## src/sv/rau_pkg.sv

```systemverilog
package rau_pkg;

  localparam int MAG_W = 32;
  localparam int PROD_W = 64;

  localparam logic [2:0] KIND_ADD = 3'd0;
  localparam logic [2:0] KIND_SUB = 3'd1;
  localparam logic [2:0] KIND_MUL = 3'd2;
  localparam logic [2:0] KIND_DIV = 3'd3;

  localparam logic [1:0] ST_OK = 2'd0;
  localparam logic [1:0] ST_DIV0 = 2'd1;
  localparam logic [1:0] ST_OVF = 2'd2;

  typedef struct packed {
    logic              start;
    logic [PROD_W-1:0] x;
    logic [PROD_W-1:0] y;
  } gcd_req_t;

  typedef struct packed {
    logic              done;
    logic [PROD_W-1:0] g;
  } gcd_rsp_t;

endpackage

```

## src/sv/rau_gcd.sv

```systemverilog
module rau_gcd
  import rau_pkg::*;
(
  input  logic     clk,
  input  logic     rst,
  input  gcd_req_t req,
  output gcd_rsp_t rsp
);

  logic [PROD_W-1:0] x;
  logic [PROD_W-1:0] y;
  logic [6:0] shift;
  logic busy;
  logic [PROD_W-1:0] diff;

  // Binary gcd: one shift or one subtract-and-shift each cycle. Both operands must be nonzero.
  assign diff = (x > y) ? (x - y) : (y - x);

  always_ff @(posedge clk) begin
    if (rst) begin
      busy <= 1'b0;
      rsp.done <= 1'b0;
    end else begin
      rsp.done <= 1'b0;
      if (req.start) begin
        x <= req.x;
        y <= req.y;
        shift <= '0;
        busy <= 1'b1;
      end else if (busy) begin
        if (x == y) begin
          rsp.g <= x << shift;
          rsp.done <= 1'b1;
          busy <= 1'b0;
        end else if (!x[0] && !y[0]) begin
          x <= x >> 1;
          y <= y >> 1;
          shift <= shift + 7'd1;
        end else if (!x[0]) begin
          x <= x >> 1;
        end else if (!y[0]) begin
          y <= y >> 1;
        end else if (x > y) begin
          x <= diff >> 1;
        end else begin
          y <= diff >> 1;
        end
      end
    end
  end

endmodule

```

## config.mk

```make
export PLATFORM = sky130hd
export DESIGN_NAME = rau_gcd
export DESIGN_NICKNAME = d
export VERILOG_FILES = /design/src/sv/rau_pkg.sv /design/src/sv/rau_gcd.sv
export SDC_FILE = /design/constraint.sdc
export NUM_CORES = 1
export LEC_CHECK = 0
export CORE_ASPECT_RATIO = 1.1
export CORE_MARGIN = 2
export CORE_UTILIZATION = 53
export DETAILED_ROUTE_END_ITERATION = 16
export DONT_BUFFER_PORTS = 1
export PLACE_DENSITY_LB_ADDON = 0.12
export RECOVER_POWER = 100
export REMOVE_ABC_BUFFERS = 1
export SLEW_MARGIN = 10
export SYNTH_ARGS = -nofsm -noshare
export SYNTH_HDL_FRONTEND = slang
export SYNTH_SLANG_ARGS = --single-unit
```

## constraint.sdc

```tcl
create_clock -name clk -period 9.5 [get_ports clk]
set_input_delay 1.9 -clock clk [delete_from_list [all_inputs] [get_ports clk]]
set_output_delay 1.9 -clock clk [all_outputs]
set_load 0.02 [all_outputs]
```

======== Word level (Yosys, flattened, before mapping) ========
Index checks and enable logic that the tools add are counted.
word-level totals
  word-level logic and storage cells ...... 56
  RAM bits ................................ 0
  output and inout port bits .............. 65
  bits in read-only memories .............. 0
  memories ................................ 0
  bits in latches ......................... 0
  flip-flop bits (word level) ............. 201
  input bits .............................. 131
cells by class
  multipliers ............................. 0
  add/subtract/negate cells ............... 3
  bitwise operators ....................... 3
  order comparisons ....................... 1
  eq/ne operators ......................... 5
  shift-type cells ........................ 1
  reductions and logical operators ........ 13
  div/mod/pow operators ................... 0
  mux-type cells .......................... 22
operators by type and width
  kind                 count
  $mux 64              15
  $sub 64x64->64       2
  $mux 65              1
  $eq 64x64->1         1
  $gt 64x64->1         1
  $shl 64x7->64        1
  $mux 7               3
  $reduce_and 4->1     3
  $reduce_and 5->1     2
  $ne 4x3->1 const B   2
  $add 7x1->7 const B  1
  $ne 4x2->1 const B   1
  $reduce_bool 2->1    2
  $mux 1               3
  $not 1->1            3
  $reduce_and 3->1     1
  $reduce_bool 3->1    1
  $reduce_or 3->1      1
  $logic_not 1->1      2
  $ne 2x2->1 const B   1
  $logic_and 1x1->1    1

======== Logic depth before layout (Yosys ltp) ========
  depth after elaboration ................. 9
  mapped depth ............................ 15
  depth with buffers taken out ............ 15

======== Worst setup path after synthesis ========
Ideal clock, no wire load.
  path kind ............................... input -> register
  start ................................... input req[128] in the netlist's numbering
  end ..................................... register rsp[0] in the netlist's numbering (enable)
  required time ........................... 8856 ps
  library setup time ...................... 644 ps
  data arrival time ....................... 8506 ps
  buffers on the path ..................... 2
  setup slack ............................. 350 ps
  stages on the path ...................... 5
  cells stage by stage .................... clkbuf_1 -> clkbuf_1 -> nor2_1 -> nand2_1 -> nor4_1
on the way
  cells in the longest elaborated chain, start to end .. 2
ends and longest elaborated chain
  what                        line          text
  start: declaration          rau_gcd.sv:6  input gcd_req_t req,
  $not 1->1 (no line)         n/a
  $reduce_and 4->1 (no line)  n/a
  end: declaration            rau_gcd.sv:7  output gcd_rsp_t rsp
Every way passes these cells.
A chain may end at the register's enable or synchronous reset.

======== Final worst setup path ========
  start ................................... register x[0]
  end ..................................... register x[61] (enable)
on the way
  cells in the longest elaborated chain, start to end .. 4
  elaborated cells between the ends (all ways) .. 8
  classes of those cells .................. 1 x order compare; 4 x eq/ne; 3 x reduce/logical
ends and longest elaborated chain
  what                                                                  line           text
  start: declaration                                                    rau_gcd.sv:10  logic [PROD_W-1:0] x;
  start signal: assignment                                              rau_gcd.sv:26  x <= req.x;
  start signal: assignment                                              rau_gcd.sv:36  x <= x >> 1;
  start signal: assignment                                              rau_gcd.sv:40  x <= x >> 1;
  parallel branches: the longest is 3 deep, another holds $gt 64x64->1  n/a
  $reduce_and 5->1 (no line) *                                          n/a
Every way passes the cells marked *.

==> summary.md <==
| Metric | Value |
|---|---|
| Commonest non-fill, non-tap cell in the layout | `nand2_1` |
| CTS Buf Count | `24` |
| Post-route ant nets | `0` |
| Placed cells | `2781` |
| Die Span Y | `207 um` |
| Crit Path Max Fanout | `34` |
| # setup viols final | `0` |
| # hold bufs at CTS | `0` |
| Final core utilization | `0.556` |
| GRT overflow | `0` |
| CP Cell Sequence | `inv_1, ha_1, fa_1, nand2b_1, a211oi_1, o21bai_1, a21oi_2, nor2_1, o21ai_0, a31o_1, nand2_1, a21boi_4, buf_4` |
| M2 GR Usage | `0.538` |
| Met3 GRT Util | `0.0495` |
| Syn_area_per_cell | `8.13 um^2` |
| Fin nets | `2575` |
| Clock Pin Slew Worst Setup and Hold Paths | `0.06 ns` |
| Final Power | `3.46 mW` |
| Pwr/cell area | `168 mW/mm^2` |
| Vias per cell | `6.41` |
| Worst setup EP type | `flip-flop` |
| Crit start category | `flip-flop` |
| Post-synth cell types | `78` |
| Longest Clk Path Bufs | `3` |
| Num rows | `74` |
| Slowest stage delay, CP | `1.13 ns` |
| FMAX | `149 MHz` |
| ANT cells | `0` |
| Post-CTS Resized | `0` |
| Post-Syn Instances | `2449` |
| Static leakage | `8.39 nW` |
| H-tree depth | `1` |
| Final Skew | `0.0152 ns` |
| Post-Layout Cell Count | `2822` |
| Clock period minus worst slack | `6.73 ns` |
| Hold Path Depth | `2` |
| Most used DFF post-synth | `edfxtp_1` |
| CTS tree | `done` |
| Width of the die | `189 um` |
| GR peak layer | `met2` |
| GRT Total Usage | `0.338` |
| Critical path depth in cells | `13` |
| Worst min-delay path class | `flip-flop to flip-flop` |
| Core box area | `0.0371 mm^2` |
| Port Buffers | `0` |
| Worst-Skew Late Latency | `0.55 ns` |
| Final estimated routing congestion in global placement | `1.01` |
| Cells on worst reg2reg path | `13` |
| Peak supply drop | `154 uV` |
| FF-to-FF setup slack | `2.77 ns` |
| Met1 Track Usage GR | `0.465` |
| Ys Warns | `0` |
| Vias | `18.1k` |
| Pin count of the biggest net entering global routing | `266` |
| Initial cell density of the core | `0.536` |
| Post-CTS setup buffer count | `0` |
| Slew margin rel. | `-1.25` |
| Crit path arrival time | `6.91 ns` |
| Synth Cell Area | `0.0199 mm^2` |
| RSZ-0062 raised after global routing | `no` |
| Vias in the first global route | `17.5k` |
| Setup TNS | `0 ns` |
| CP top delay family | `compound AO/OA/AOI/OAI gates` |
| CP max-delay cell | `a31o_1` |
| Avg WL per Cell | `23.8 um` |
| Max-slew violations | `244` |
| Die ar. | `0.0391 mm^2` |
| CP Class | `flip-flop to flip-flop` |
| Fill count | `3558` |
| IO Count | `196` |
| Initial antenna violation count | `1` |
| Outcome | `complete, but fails checks` |
| Critical Path RT | `9.68 ns` |
| Number of flops mapped to enable cells by yosys | `199` |
| Sequential cell area fraction in the yosys report | `0.302` |
| Max-cap violation count | `6` |
| First-pass GRT wire length | `103 mm` |
| Root Driver | `clkbuf_16` |
| Worst-margin pin slew | `3.37 ns` |
| Residual DRC count | `0` |
| Post-synth ARST share | `0` |
| First DRT Iteration DRCs | `1896` |
| Pre-antenna DRT Iters | `5` |
| Crit path buffers/inverters | `2` |
| Synth-to-layout area growth | `3.63%` |
| Sink Count | `201` |
| Hold slack | `0.532 ns` |
| Violations in the final reports | `capacitance limit, slew limit` |
| WL final | `67.2 mm` |
| Synth Register Bits | `201` |
| Period utilisation layout | `0.708` |
| Final hold vios | `0` |
| Layout cell share with drive strength beyond 1 | `0.0481` |
| Hpwl dp | `51.0 mm` |
| Most frequent cells in the layout | `nand2_1 (324), a21oi_1 (288), nor2_1 (230), inv_1 (221), edfxtp_1 (199)` |
## final timing paths
kind / startpoint / end
setup reg to reg: x[0] / x[61]
hold reg to reg: busy / rsp[64]
setup / recovery: x[0] / x[61]
hold / removal: busy / rsp[64]
## registers in the layout, summed over array words and instances (netlist names)
name,count
rsp,65
y,64
busy,1
x,64
shift,7
## cell usage after synthesis (all sizes together) (4+ instances only)
library cell / count / share of area
nor3: 44 / 0.011
mux4: 43 / 0.049
o211ai: 9 / 0.0036
a22oi: 7 / 0.0029
a311oi: 5 / 0.0022
a21o: 43 / 0.016
a221oi: 66 / 0.029
o221ai: 33 / 0.015
o21bai: 26 / 0.010
a21oi: 289 / 0.073
o22ai: 9 / 0.0028
or2: 5 / 0.0016
nand4: 37 / 0.012
edfxtp: 199 / 0.30
buf: 64 / 0.015
a211o: 5 / 0.0022
nor2: 232 / 0.044
ha: 129 / 0.081
clkbuf: 111 / 0.021
nand3: 11 / 0.0028
o22a: 9 / 0.0040
or4: 5 / 0.0021
mux2i: 61 / 0.031
and2: 10 / 0.0031
nor4: 6 / 0.0019
a21boi: 7 / 0.0026
nand2: 327 / 0.062
o31ai: 13 / 0.0054
o21ai: 148 / 0.038
o311a: 4 / 0.0020
a211oi: 41 / 0.016
xor2: 38 / 0.017
nor2b: 16 / 0.0050
inv: 223 / 0.042
a31oi: 18 / 0.0057
or3: 5 / 0.0016
xnor2: 87 / 0.038
o21a: 20 / 0.0075
nand2b: 13 / 0.0041
## report_power, final
part	internal (mW)	switching, mW	total, mW
combinational	0.498	0.910	1.41
sequential	1.06	0.0804	1.14
clock	0.528	0.383	0.911
## worst reg2reg max path, cell delays in order (launching register included)
cell and delay (ns):
edfxtp_1 0.50, inv_1 0.16, ha_1 0.25, fa_1 0.42, nand2b_1 0.20, a211oi_1 0.32
o21bai_1 0.24, a21oi_2 0.19, nor2_1 0.10, o21ai_0 0.68, a31o_1 1.13, nand2_1 0.60
a21boi_4 0.95, buf_4 0.59
## through the flow
stage / cell area (um^2) / setup WS (ns)
finish: 20600 / 2.77
global route: 20600 / 2.39
CTS: 20700 / 4.38
detailed placement: 19900 / 4.40
global placement: 19900 / 4.59
floorplan: 19200 / 0.749
## routing by layer
layer  wire length (um)  part of all wire
met1              28900              0.43
met2              30500              0.45
met3               4810             0.072
met4               3020             0.045
met5                 11           0.00016
## logic make-up (layout without fill, tap and decap cells)
kind of cell    count (synthesis)  in the layout  synth area share
flops                         201            201             0.302
buf+inv                       399            278            0.0786
mux                           106            106            0.0805
fa+ha+maj                     131            131            0.0831
simple gates                  716            716             0.153
compound gates                771            771             0.247
xor+xnor                      125            125            0.0550
## area by class of cell
class	count	area [um^2]	share of cell area
clock buffer	28	637	0.0309
clock inverter	13	113	0.00546
timing repair buffer	13	82.6	0.00400
sequential	201	6020	0.292
tap	494	618	0.0300
multi-input combinational	1849	12300	0.597
inverter	224	841	0.0408
(Power assumes the default switching activity.)
