**src/sv/rau_pkg.sv**
```systemverilog
package rau_pkg;

  localparam int MAG_W = 32;
  localparam int PROD_W = 64;

  localparam logic [2:0] KIND_ADD = 3'd0;
  localparam logic [2:0] KIND_SUB = 3'd1;
  localparam logic [2:0] KIND_MUL = 3'd2;
  localparam logic [2:0] KIND_DIV = 3'd3;

  localparam logic [1:0] ST_OK = 2'd0;
  localparam logic [1:0] ST_DIV0 = 2'd1;
  localparam logic [1:0] ST_OVF = 2'd2;

  typedef struct packed {
    logic              start;
    logic [PROD_W-1:0] x;
    logic [PROD_W-1:0] y;
  } gcd_req_t;

  typedef struct packed {
    logic              done;
    logic [PROD_W-1:0] g;
  } gcd_rsp_t;

endpackage

```
**src/sv/rau_div.sv**
```systemverilog
module rau_div
  import rau_pkg::*;
(
  input  logic              clk,
  input  logic              rst,
  input  logic              start,
  input  logic [PROD_W-1:0] dividend,
  input  logic [PROD_W-1:0] divisor,
  output logic              done,
  output logic [PROD_W-1:0] quot
);

  logic [PROD_W-1:0] rem;
  logic [PROD_W-1:0] q;
  logic [PROD_W-1:0] dv;
  logic [6:0] cnt;
  logic busy;
  logic [PROD_W:0] trial;

  assign trial = {rem, q[PROD_W-1]} - {1'b0, dv};

  always_ff @(posedge clk) begin
    if (rst) begin
      busy <= 1'b0;
      done <= 1'b0;
    end else begin
      done <= 1'b0;
      if (start) begin
        rem <= '0;
        q <= dividend;
        dv <= divisor;
        cnt <= '0;
        busy <= 1'b1;
      end else if (busy) begin
        if (!trial[PROD_W]) begin
          rem <= trial[PROD_W-1:0];
          q <= {q[PROD_W-2:0], 1'b1};
        end else begin
          rem <= {rem[PROD_W-2:0], q[PROD_W-1]};
          q <= {q[PROD_W-2:0], 1'b0};
        end
        cnt <= cnt + 7'd1;
        if (cnt == 7'(PROD_W - 1)) begin
          busy <= 1'b0;
          done <= 1'b1;
        end
      end
    end
  end

  assign quot = q;

endmodule
```
**config.mk**
```make
export PLATFORM = sky130hd
export DESIGN_NAME = rau_div
export DESIGN_NICKNAME = d
export VERILOG_FILES = /design/src/sv/rau_pkg.sv /design/src/sv/rau_div.sv
export SDC_FILE = /design/constraint.sdc
export NUM_CORES = 1
export LEC_CHECK = 0
export BUFFER_PORTS_ARGS = -buffer_cell sky130_fd_sc_hd__buf_2
export CAP_MARGIN = 20
export CORE_AREA = 4 4 158 144
export CTS_BUF_LIST = sky130_fd_sc_hd__clkbuf_4 sky130_fd_sc_hd__clkbuf_8 sky130_fd_sc_hd__clkbuf_16
export DETAILED_ROUTE_END_ITERATION = 8
export DIE_AREA = 0 0 162 148
export MAX_ROUTING_LAYER = met4
export PLACE_DENSITY = 0.85
export SYNTH_ARGS = -nofsm -noshare
export SYNTH_HDL_FRONTEND = slang
export SYNTH_SLANG_ARGS = --single-unit
```
**constraint.sdc**
```tcl
create_clock -name clk -period 8.7 [get_ports clk]
set_clock_uncertainty 0.2 [all_clocks]
set_input_delay 1.305 -clock clk [delete_from_list [all_inputs] [get_ports clk]]
set_output_delay 1.305 -clock clk [all_outputs]
set_load 0.02 [all_outputs]
```
# Word-level counts from Yosys, hierarchy flattened
# Index checks and enable logic that the tools add are counted.
# totals
register_bits,201
latch_bits,0
mem_bits_rw,0
rom_bits,0
input_bits,131
output_inout_bits,65
elab_cells,25
n_memories,0
# op_classes
addsub,2
mul,0
div_mod_pow,0
n_lt_le_gt_ge,0
eq_ne,1
shift,0
muxes,10
n_bitwise,2
n_reduce_logical,4
# ops
cell,n
$mux 64,4
$sub 65x64->65,1
$add 7x1->7 const B,1
$eq 7x6->1 const B,1
$mux 7,1
$mux 1,5
$reduce_and 2->1,2
$reduce_or 3->1,1
$not 1->1,2
$reduce_bool 2->1,1

# Logic depth before layout (Yosys ltp)
# Gate-level depths: netlist of the first run.
# logic_depth
depth_word,4
depth_mapped,17

# Worst setup path after synthesis of the first run
# OpenSTA, ideal clock, no wires.
# synth_path
path_kind,input -> register
startpoint,in start
endpoint,"reg cnt[0], enable pin"
setup_ps,632
arrival_ps,7273
required_time_ps,7868
path_slack_ps,595
stages,3
path_cell_list,clkbuf_1 -> nor2_1 -> nor2_1
# synth_between
elab_chain_cells,2
# synth_lines
item,line,rtl
"start, declared",rau_div.sv:6,"input logic start,"
$reduce_bool 2->1 (no line),--,
$reduce_and 2->1 (no line),--,
"end signal, assigned",rau_div.sv:42,cnt <= cnt + 7'd1;
"end, declared",rau_div.sv:16,logic [6:0] cnt;
# Every way passes these cells.
# A chain may end at the register's enable or synchronous reset.

# Final worst setup path of the first run
# layout_path
startpoint,reg q[63] (netlist: quot[63])
endpoint,"reg rem[57], data pin"
# layout_between
elab_chain_cells,3
# layout_lines
item,line,rtl
"start, declared",rau_div.sv:14,logic [PROD_W-1:0] q;
"start signal, assigned",rau_div.sv:30,q <= dividend;
"start signal, assigned",rau_div.sv:37,"q <= {q[PROD_W-2:0], 1'b1};"
"start signal, assigned",rau_div.sv:40,"q <= {q[PROD_W-2:0], 1'b0};"
$sub 65x64->65,rau_div.sv:20,"assign trial = {rem, q[PROD_W-1]} - {1'b0, dv};"
$mux 64,rau_div.sv:35,if (!trial[PROD_W]) begin
$mux 64,rau_div.sv:34,end else if (busy) begin
"end signal, assigned",rau_div.sv:36,rem <= trial[PROD_W-1:0];
"end signal, assigned",rau_div.sv:39,"rem <= {rem[PROD_W-2:0], q[PROD_W-1]};"
"end, declared",rau_div.sv:13,logic [PROD_W-1:0] rem;
# Every way passes these cells. The select of a mux whose other input is x is not followed.

==> impl_metrics.env, run 1 <==
export IMPL_status="finished, final reports clean"
export IMPL_layout_drive_gt1_share=0.253
export IMPL_grt_pass1_vias=8761
export IMPL_grt_overflow_total=0
export IMPL_pin_count=196
export IMPL_fillers=1622
export IMPL_rows=50
export IMPL_cts_setup_buffers=0
export IMPL_finalHoldViolations=0
export IMPL_yosysMostFrequentCell="edfxtp_1"
export IMPL_clk_pin_slew_ps=60
export IMPL_synth_edff_count=199
export IMPL_io_buffers=195
export IMPL_worst_ep_required_time_ps=8760
export IMPL_synth_seq_cells=201
export IMPL_antenna_found_initial=4
export IMPL_grt_first_pass_wirelength_mm=44.7
export IMPL_syn2layout_area_growth_pct=16.2
export IMPL_rsz0062_at_grt="no"
export IMPL_worstSetupPathType="reg2reg"
export IMPL_root_buffer="clkbuf_16"
export IMPL_post_route_drc_count=0
export IMPL_p_per_area_nw_per_um2=216
export IMPL_synth_area_leader_cell="edfxtp_1"
export IMPL_arrival_ps=4970
export IMPL_fin_crit_ps=4910
export IMPL_ant_nets=0
export IMPL_drt_wirelength_per_cell_um=18.1
export IMPL_synth_fp_nets=1259
export IMPL_dr_first_iter_drc_count=554
export IMPL_ys_top_cells_by_area="edfxtp_1 50%, ha_1 6.8%, mux2_2 6.0%"
export IMPL_grt_start_max_net_pins=82
export IMPL_drv_slew=0
export IMPL_wirelength_mm=27.9
export IMPL_clock_sinks=201
export IMPL_crit_path_start_kind="flip-flop"
export IMPL_clockBufferDepth=3
export IMPL_postPlaceCellArea_um2=13000
export IMPL_final_cell_area_um2=13800
export IMPL_tritoncts="yes"
export IMPL_track_usage=0.235
export IMPL_die_h_um=148
export IMPL_synth_ff_type="edfxtp_1"
export IMPL_max_clock_freq_mhz=203
export IMPL_cts_resized=0
export IMPL_initial_core_util=0.569
export IMPL_nets=1435
export IMPL_hold_depth=1
export IMPL_synth_avg_cell_area_um2=11.2
export IMPL_htree_levels=1
export IMPL_synth_distinct_cells=64
export IMPL_cts_made_buffers=22
export IMPL_fp_dieW_um=162
export IMPL_finalCritPeriodShare=0.565
export IMPL_worstSetupEndpointType="flip-flop"
export IMPL_slew_headroom=0.324
export IMPL_fp_coreArea_um2=20900
export IMPL_seq_area_frac_synth=0.506
export IMPL_dr_pass1_iters=5
export IMPL_hpwlAfterDp_mm=20.2
export IMPL_cp_max_fo=61
export IMPL_max_vdd_ir_drop_v=0.000168
export IMPL_vias_per_cell=5.71
export IMPL_setup_viol=0
export IMPL_hold_path_class="reg2reg"
export IMPL_clk_latency_ps=520
export IMPL_tightestPinTransition_ps=1010
export IMPL_leakage_uw=0.00592
export IMPL_synth_common_cells="199 x edfxtp_1, 102 x nor2_1, 78 x inv_1"
export IMPL_yosys_warnings=0
export IMPL_synthDominantCellAreaShare=0.503
export IMPL_synth_area_um2=11900
export IMPL_gp_congestion=0.969
export IMPL_synth_async_sr_flop_share=0
export IMPL_synthCells=1062
export IMPL_ff2ff_path_depth=16
export IMPL_tns_ps=0
export IMPL_dieArea_um2=24000
export IMPL_num_vias=8809
export IMPL_cap_viol_max_count=0
export IMPL_ctsHoldBuffers=0
critical path, stage by stage, from the launching register on:
cell	delay [ps]
edfxtp_1	360
inv_1	60
ha_1	220
fa_1	410
nor2b_1	220
o211ai_2	120
a31oi_1	220
o21ai_1	110
a211o_1	290
a21oi_2	240
a21oi_2	140
o31ai_4	360
nand4_1	220
nand3_4	220
buf_4	740
or2_1	270
o21ai_0	120
per-stage QoR:
stage / total power [µW] / utilization / worst slack, ps / cells / hold slack [ps]
finish: 2980 / 0.661 / 3790 / 1544 / 295
CTS: 2990 / 0.660 / 3850 / 1540 / 292
global placement: 2000 / 0.624 / 4070 / 1500 / 276
detailed placement: 2020 / 0.624 / 3860 / 1500 / 279
floorplan: 1850 / - / 595 / 1062 / 260
global route: 3130 / 0.661 / 3490 / 1544 / 306
final cells by class:
type | count | area [µm²] | area share
clock buffer | 28 | 596 | 0.0432
tap | 286 | 358 | 0.0259
inverter | 78 | 293 | 0.0212
sequential | 201 | 6020 | 0.436
timing repair buffer | 201 | 1020 | 0.0742
antenna | 4 | 10.0 | 0.000725
multi-input combinational | 734 | 5350 | 0.388
clock inverter | 12 | 156 | 0.0113
power breakdown:
group,switching [µW],internal [µW]
logic,465,338
clock network,384,578
registers,41.8,1170
total,891,2090
state kept, by name, summed over array words and instances (netlist names):
register  flops
done          1
cnt           7
quot         64
dv           64
busy          1
rem          64
cell families after synthesis:
group / count (synthesis) / share of synthesized area
adders and majority gates: 66 / 0.0701
buffers and inverters: 127 / 0.0452
muxes: 120 / 0.108
and+or+nand+nor: 255 / 0.0979
DFF: 201 / 0.506
xor gates and xnor gates: 63 / 0.0464
AOI/OAI and AO/OA: 230 / 0.126
final timing paths:
check / slack [ps] / start / endpoint
worst max-delay path: 3790 / quot[63] / rem[57]
worst min-delay path: 300 / busy / done
worst max register to register: 3790 / quot[63] / rem[57]
worst min register to register: 300 / busy / done
metal layers:
layer  global-route usage  part of all wire  up-vias
met3               0.0519             0.071       55
met5                    -                 0        -
li1                     -                 -     4236
met4               0.0647             0.029        0
met1                0.309              0.43     4182
met2                0.372              0.47      336
layout by cell type (no fill, tap or decap), types with 25 or more instances in the layout:
cell type / count
ha_1: 65
mux2i_1: 57
xnor2_1: 38
a21o_1: 31
mux2_2: 63
a21oi_1: 77
nor2_1: 101
xor2_1: 25
buf_2: 194
nand2_1: 65
edfxtp_1: 199
inv_1: 78
o21ai_0: 42
Power figures use the tool's default switching activity.
==> run 2, diff against run 1 <==
- CORE_AREA: 4 4 158 144 -> 4 4 165 151
- DIE_AREA: 0 0 162 148 -> 0 0 169 155
- PLACE_DENSITY: 0.85 -> 0.81
- clock period: 8.7 -> 4.44 ns (I/O delays scaled with it)
==> run 2 against run 1 <==
Sequential share of layout area down 0.52 points. Non-clock buffer count up 9. Via count down 0.83%. Clock power up 100%. Critical endpoint is now rem[55].
==> impl_metrics.env, run 2 (synthesized netlist as in run 1, its figures left out) <==
export IMPL_clock_sinks=201
export IMPL_worst_slack_ps=309
export IMPL_fin_cells=1571
export IMPL_cp_max_fo=11
export IMPL_cap_viol_max_count=0
export IMPL_cts_made_buffers=23
export IMPL_postPlaceCellArea_um2=13100
export IMPL_place_ws_ps=165
export IMPL_worstSetupPathType="reg2reg"
export IMPL_max_vdd_ir_drop_v=0.000287
export IMPL_clk_pin_slew_ps=70
export IMPL_fp_coreArea_um2=23100
export IMPL_place_inst=1520
export IMPL_nets=1445
export IMPL_antenna_found_initial=4
export IMPL_rows=53
export IMPL_die_h_um=155
export IMPL_slew_headroom=0.400
export IMPL_finalHoldViolations=0
export IMPL_final_cell_area_um2=14000
export IMPL_grt_first_pass_wirelength_mm=44.1
export IMPL_fin_crit_ps=4130
export IMPL_dieArea_um2=26200
export IMPL_drv_slew=0
export IMPL_tritoncts="yes"
export IMPL_final_common_cell="edfxtp_1"
export IMPL_io_buffers=195
export IMPL_pin_count=196
export IMPL_grt_start_max_net_pins=70
export IMPL_root_buffer="clkbuf_16"
export IMPL_hpwlAfterDp_mm=20.2
export IMPL_drt_wirelength_per_cell_um=17.5
export IMPL_worst_ep_required_time_ps=4590
export IMPL_num_vias=8736
export IMPL_worstSetupEndpointType="flip-flop"
export IMPL_tightestPinTransition_ps=900
export IMPL_grt_overflow_total=0
export IMPL_final_cell_mix="199 x edfxtp_1, 194 x buf_2, 101 x nor2_1"
export IMPL_gp_congestion=0.972
export IMPL_dr_pass1_iters=5
export IMPL_vias_per_cell=5.56
export IMPL_arrival_ps=4280
export IMPL_ant_nets=0
export IMPL_leakage_uw=0.00599
export IMPL_crit_path_start_kind="flip-flop"
export IMPL_syn2layout_area_growth_pct=17.6
export IMPL_initial_core_util=0.513
export IMPL_fp_dieW_um=169
export IMPL_max_clock_freq_mhz=242
export IMPL_holdWs_ps=106
export IMPL_p_per_area_nw_per_um2=425
export IMPL_hold_path_class="in2reg"
export IMPL_tns_ps=0
export IMPL_dr_first_iter_drc_count=634
export IMPL_setup_viol=0
export IMPL_rsz0062_at_grt="no"
export IMPL_clk_latency_ps=530
export IMPL_clockBufferDepth=3
export IMPL_track_usage=0.211
export IMPL_status="finished, final reports clean"
export IMPL_finalCritPeriodShare=0.930
export IMPL_layout_drive_gt1_share=0.260
export IMPL_htree_levels=1
export IMPL_wirelength_mm=27.5
export IMPL_grt_pass1_vias=8794
export IMPL_post_route_drc_count=0
[run 2: routing by layer]
metal	vias to the layer above	GRT usage	routed length (µm)	part of all wire
met5	-	-	0	0
met4	0	0.0483	527	0.019
met3	42	0.0549	2330	0.085
met2	309	0.335	12800	0.47
met1	4111	0.276	11800	0.43
li1	4274	-	-	-
[run 2: per-stage QoR]
stage / utilization / power, µW
final: 0.604 / 5940
after global routing: 0.603 / 6260
after CTS: 0.601 / 5960
after detailed placement: 0.567 / 3990
after global placement: 0.567 / 3950
after floorplan: - / 3620
[run 2: area by class of cell]
class | instances | area, µm²
multi-input combinational | 734 | 5360
tap | 302 | 378
clock inverter | 17 | 196
antenna | 5 | 12.5
fill | 1896 | 9180
inverter | 78 | 293
timing repair buffer | 210 | 1130
clock buffer | 24 | 583
sequential | 201 | 6020
[run 2: power breakdown]
part / leakage (µW) / internal, µW / switching, µW / total (µW)
registers: 0.00192 / 2300 / 79.1 / 2380
clock network: 0.000376 / 1150 / 807 / 1950
logic: 0.00369 / 699 / 914 / 1610
[run 2: worst max-delay path, stage by stage (launching register included)]
cell and delay, ps:
edfxtp_1 360, inv_1 50, ha_1 220, fa_1 440
nor2b_1 200, o211ai_2 120, a31oi_1 220, o21ai_1 120
a211o_1 320, a21oi_4 210, a21oi_2 120, o31ai_4 330
a211o_1 210, nand3_4 190, or2_1 390, o21ai_0 240
[run 2: timing repair]
action	in CTS	in global routing
hold buffers	0	0
buffers inserted	0	5
endpoints found under the setup margin	0	45
resized for setup	0	2
endpoints found under the hold margin	0	0
[run 2: path summary, 6_finish.rpt]
check | start | endpoint | slack (ps) | cells past startpoint
worst max-delay path | quot[63] | rem[55] | 310 | 15
worst min-delay path | divisor[39] | dv[39] | 110 | 1
worst max register to register | quot[63] | rem[55] | 310 | 15
worst min register to register | busy | done | 300 | 1
==> run 3, diff against run 2 <==
- CELL_PAD_IN_SITES_DETAIL_PLACEMENT: default -> 0
- CELL_PAD_IN_SITES_GLOBAL_PLACEMENT: default -> 2
- CORE_AREA: 4 4 165 151 -> 4 4 194 177
- DIE_AREA: 0 0 169 155 -> 0 0 198 181
- PLACE_DENSITY: 0.81 -> 0.85
- SLEW_MARGIN: default -> 10
- clock period: 4.44 -> 4.4 ns (I/O delays scaled with it)
==> run 3 against run 2 <==
Combinational power hardly changed. Critical path depth is 1 higher. Register-to-register slack hardly changed. Global-route usage is 4.2 points lower. Maximum frequency is 0.62% higher. Flip-flop and latch count stayed put. Sequential share of layout area is 0.33 points lower. Die area is 37% higher. Design area is 0.77% higher. First-iteration DRC count is 34% lower. Critical endpoint is now rem[43].
==> impl_metrics.env, run 3 (synthesized netlist as in run 1, its figures left out) <==
export IMPL_rr_startpoint="quot[63]"
export IMPL_p_per_area_nw_per_um2=425
export IMPL_grt_pass1_vias=8881
export IMPL_r2r_slack_ps=290
export IMPL_arrival_ps=4170
export IMPL_ff2ff_path_depth=16
export IMPL_grt_start_max_net_pins=67
export IMPL_cts_made_buffers=24
export IMPL_crit_path_start_kind="flip-flop"
export IMPL_cts_setup_buffers=0
export IMPL_hold_path_class="in2reg"
export IMPL_fp_coreArea_um2=32500
export IMPL_clock_sinks=201
export IMPL_worst_ep_required_time_ps=4470
export IMPL_pin_count=196
export IMPL_vias_per_cell=5.07
export IMPL_hpwlAfterDp_mm=22.0
export IMPL_finalHoldViolations=0
export IMPL_met2_length_mm=12.7
export IMPL_dr_pass1_iters=6
export IMPL_cp_max_fo=36
export IMPL_final_cell_mix="199 x edfxtp_1, 194 x buf_2, 101 x nor2_1"
export IMPL_initial_core_util=0.366
export IMPL_place_ws_ps=287
export IMPL_finalCritPeriodShare=0.933
export IMPL_status="finished, final reports clean"
export IMPL_clk_pin_slew_ps=60
export IMPL_maxUsedRoutingLayer="met4"
export IMPL_root_buffer="clkbuf_16"
export IMPL_worstSetupPathType="reg2reg"
export IMPL_drv_slew=0
export IMPL_tightestPinTransition_ps=948
export IMPL_dr_first_iter_drc_count=416
export IMPL_leakage_uw=0.00597
export IMPL_critical_path_max_stage_delay_ps=400
export IMPL_htree_levels=1
export IMPL_worst_slack_ps=295
export IMPL_layout_drive_gt1_share=0.257
export IMPL_total_power_uw=5980
export IMPL_fin_crit_ps=4110
export IMPL_wirelength_mm=29.8
export IMPL_tritoncts="yes"
export IMPL_place_inst=1643
export IMPL_ant_nets=0
export IMPL_worstHoldStart="divisor[2]"
export IMPL_setup_viol=0
export IMPL_die_h_um=181
export IMPL_max_clock_freq_mhz=244
export IMPL_grt_overflow_total=0
export IMPL_rsz0062_at_grt="no"
export IMPL_worstPathCellList="inv_1, ha_1, fa_1, nor2b_1, o211ai_2, a31oi_1, o21ai_1, a211o_1, a21oi_2, a21oi_2, o31ai_4, nand4_1, nand3_4, buf_12, mux2i_1, nor2_1"
export IMPL_tns_ps=0
export IMPL_syn2layout_area_growth_pct=18.5
export IMPL_fp_dieW_um=198
export IMPL_post_route_drc_count=0
export IMPL_antenna_found_initial=9
export IMPL_max_vdd_ir_drop_v=0.000343
export IMPL_drt_wirelength_per_cell_um=17.6
export IMPL_crit_top_cell="a21oi_2"
export IMPL_num_vias=8577
export IMPL_ff_latch_area_um2=6020
export IMPL_clk_latency_ps=560
export IMPL_wirelength_met1_mm=14.3
export IMPL_ctsHoldBuffers=0
export IMPL_cap_viol_max_count=0
export IMPL_reg2reg_to="rem[43]"
export IMPL_worstSetupEndpointType="flip-flop"
export IMPL_gp_congestion=0.846
export IMPL_fin_cells=1693
export IMPL_dieArea_um2=35800
export IMPL_final_common_cell="edfxtp_1"
export IMPL_io_buffers=195
export IMPL_cpMaxStageDelayCell="fa_1"
export IMPL_fillers=3174
export IMPL_min_to="dv[2]"
export IMPL_path_buf_inv=2
export IMPL_slew_headroom=0.368
export IMPL_grt_first_pass_wirelength_mm=47.6
export IMPL_hold_depth=1
export IMPL_multi_input_area_um2=5350
export IMPL_track_usage=0.169
export IMPL_cp_top_family="compound AO/OA/AOI/OAI gates"
export IMPL_cts_resized=0
export IMPL_wl_met3_mm=2.30
export IMPL_clockBufferDepth=3
export IMPL_rows=63
export IMPL_nets=1444
==> run 3: worst max path at each step <==
stage | slack, ps | cells past startpoint | to | start
2_1_floorplan | 590 | 17 | rem[27] | quot[63]
3_3_place_gp | 430 | 16 | rem[23] | quot[63]
3_5_place_dp | 290 | 16 | rem[62] | quot[63]
4_1_cts | 260 | 16 | rem[41] | quot[63]
5_1_grt | 10 | 16 | rem[23] | quot[63]
6_report | 290 | 16 | rem[43] | quot[63]
==> run 3: power by group <==
part           switching, µW  internal, µW  total, µW
clock network            830          1130       1960
logic                    929           689       1620
registers               79.5          2320       2400
==> run 3: metal layers <==
| metal | GRT usage | vias to the layer above |
|---|---|---|
| met5 | - | - |
| met4 | 0.0311 | 0 |
| met3 | 0.0559 | 31 |
| met2 | 0.246 | 231 |
| met1 | 0.233 | 4033 |
| li1 | - | 4282 |
==> run 3: cell type report <==
cell class              count  area share
diodes                      9     0.00160
clock buffers              26      0.0437
clock inverters            15      0.0107
inverters                  78      0.0208
multi-input cells         734       0.380
flip-flops and latches    201       0.427
well taps                 422      0.0375
repair buffers            208      0.0782
==> run 3: stage by stage <==
step / util / hold slack [ps] / cell area (µm²)
finish: 0.433 / 76.4 / 14100
global route: 0.433 / 49.6 / 14100
CTS: 0.433 / 52.1 / 14100
detailed placement: 0.409 / 292 / 13300
global placement: 0.409 / 286 / 13300
floorplan: - / 260 / 11900
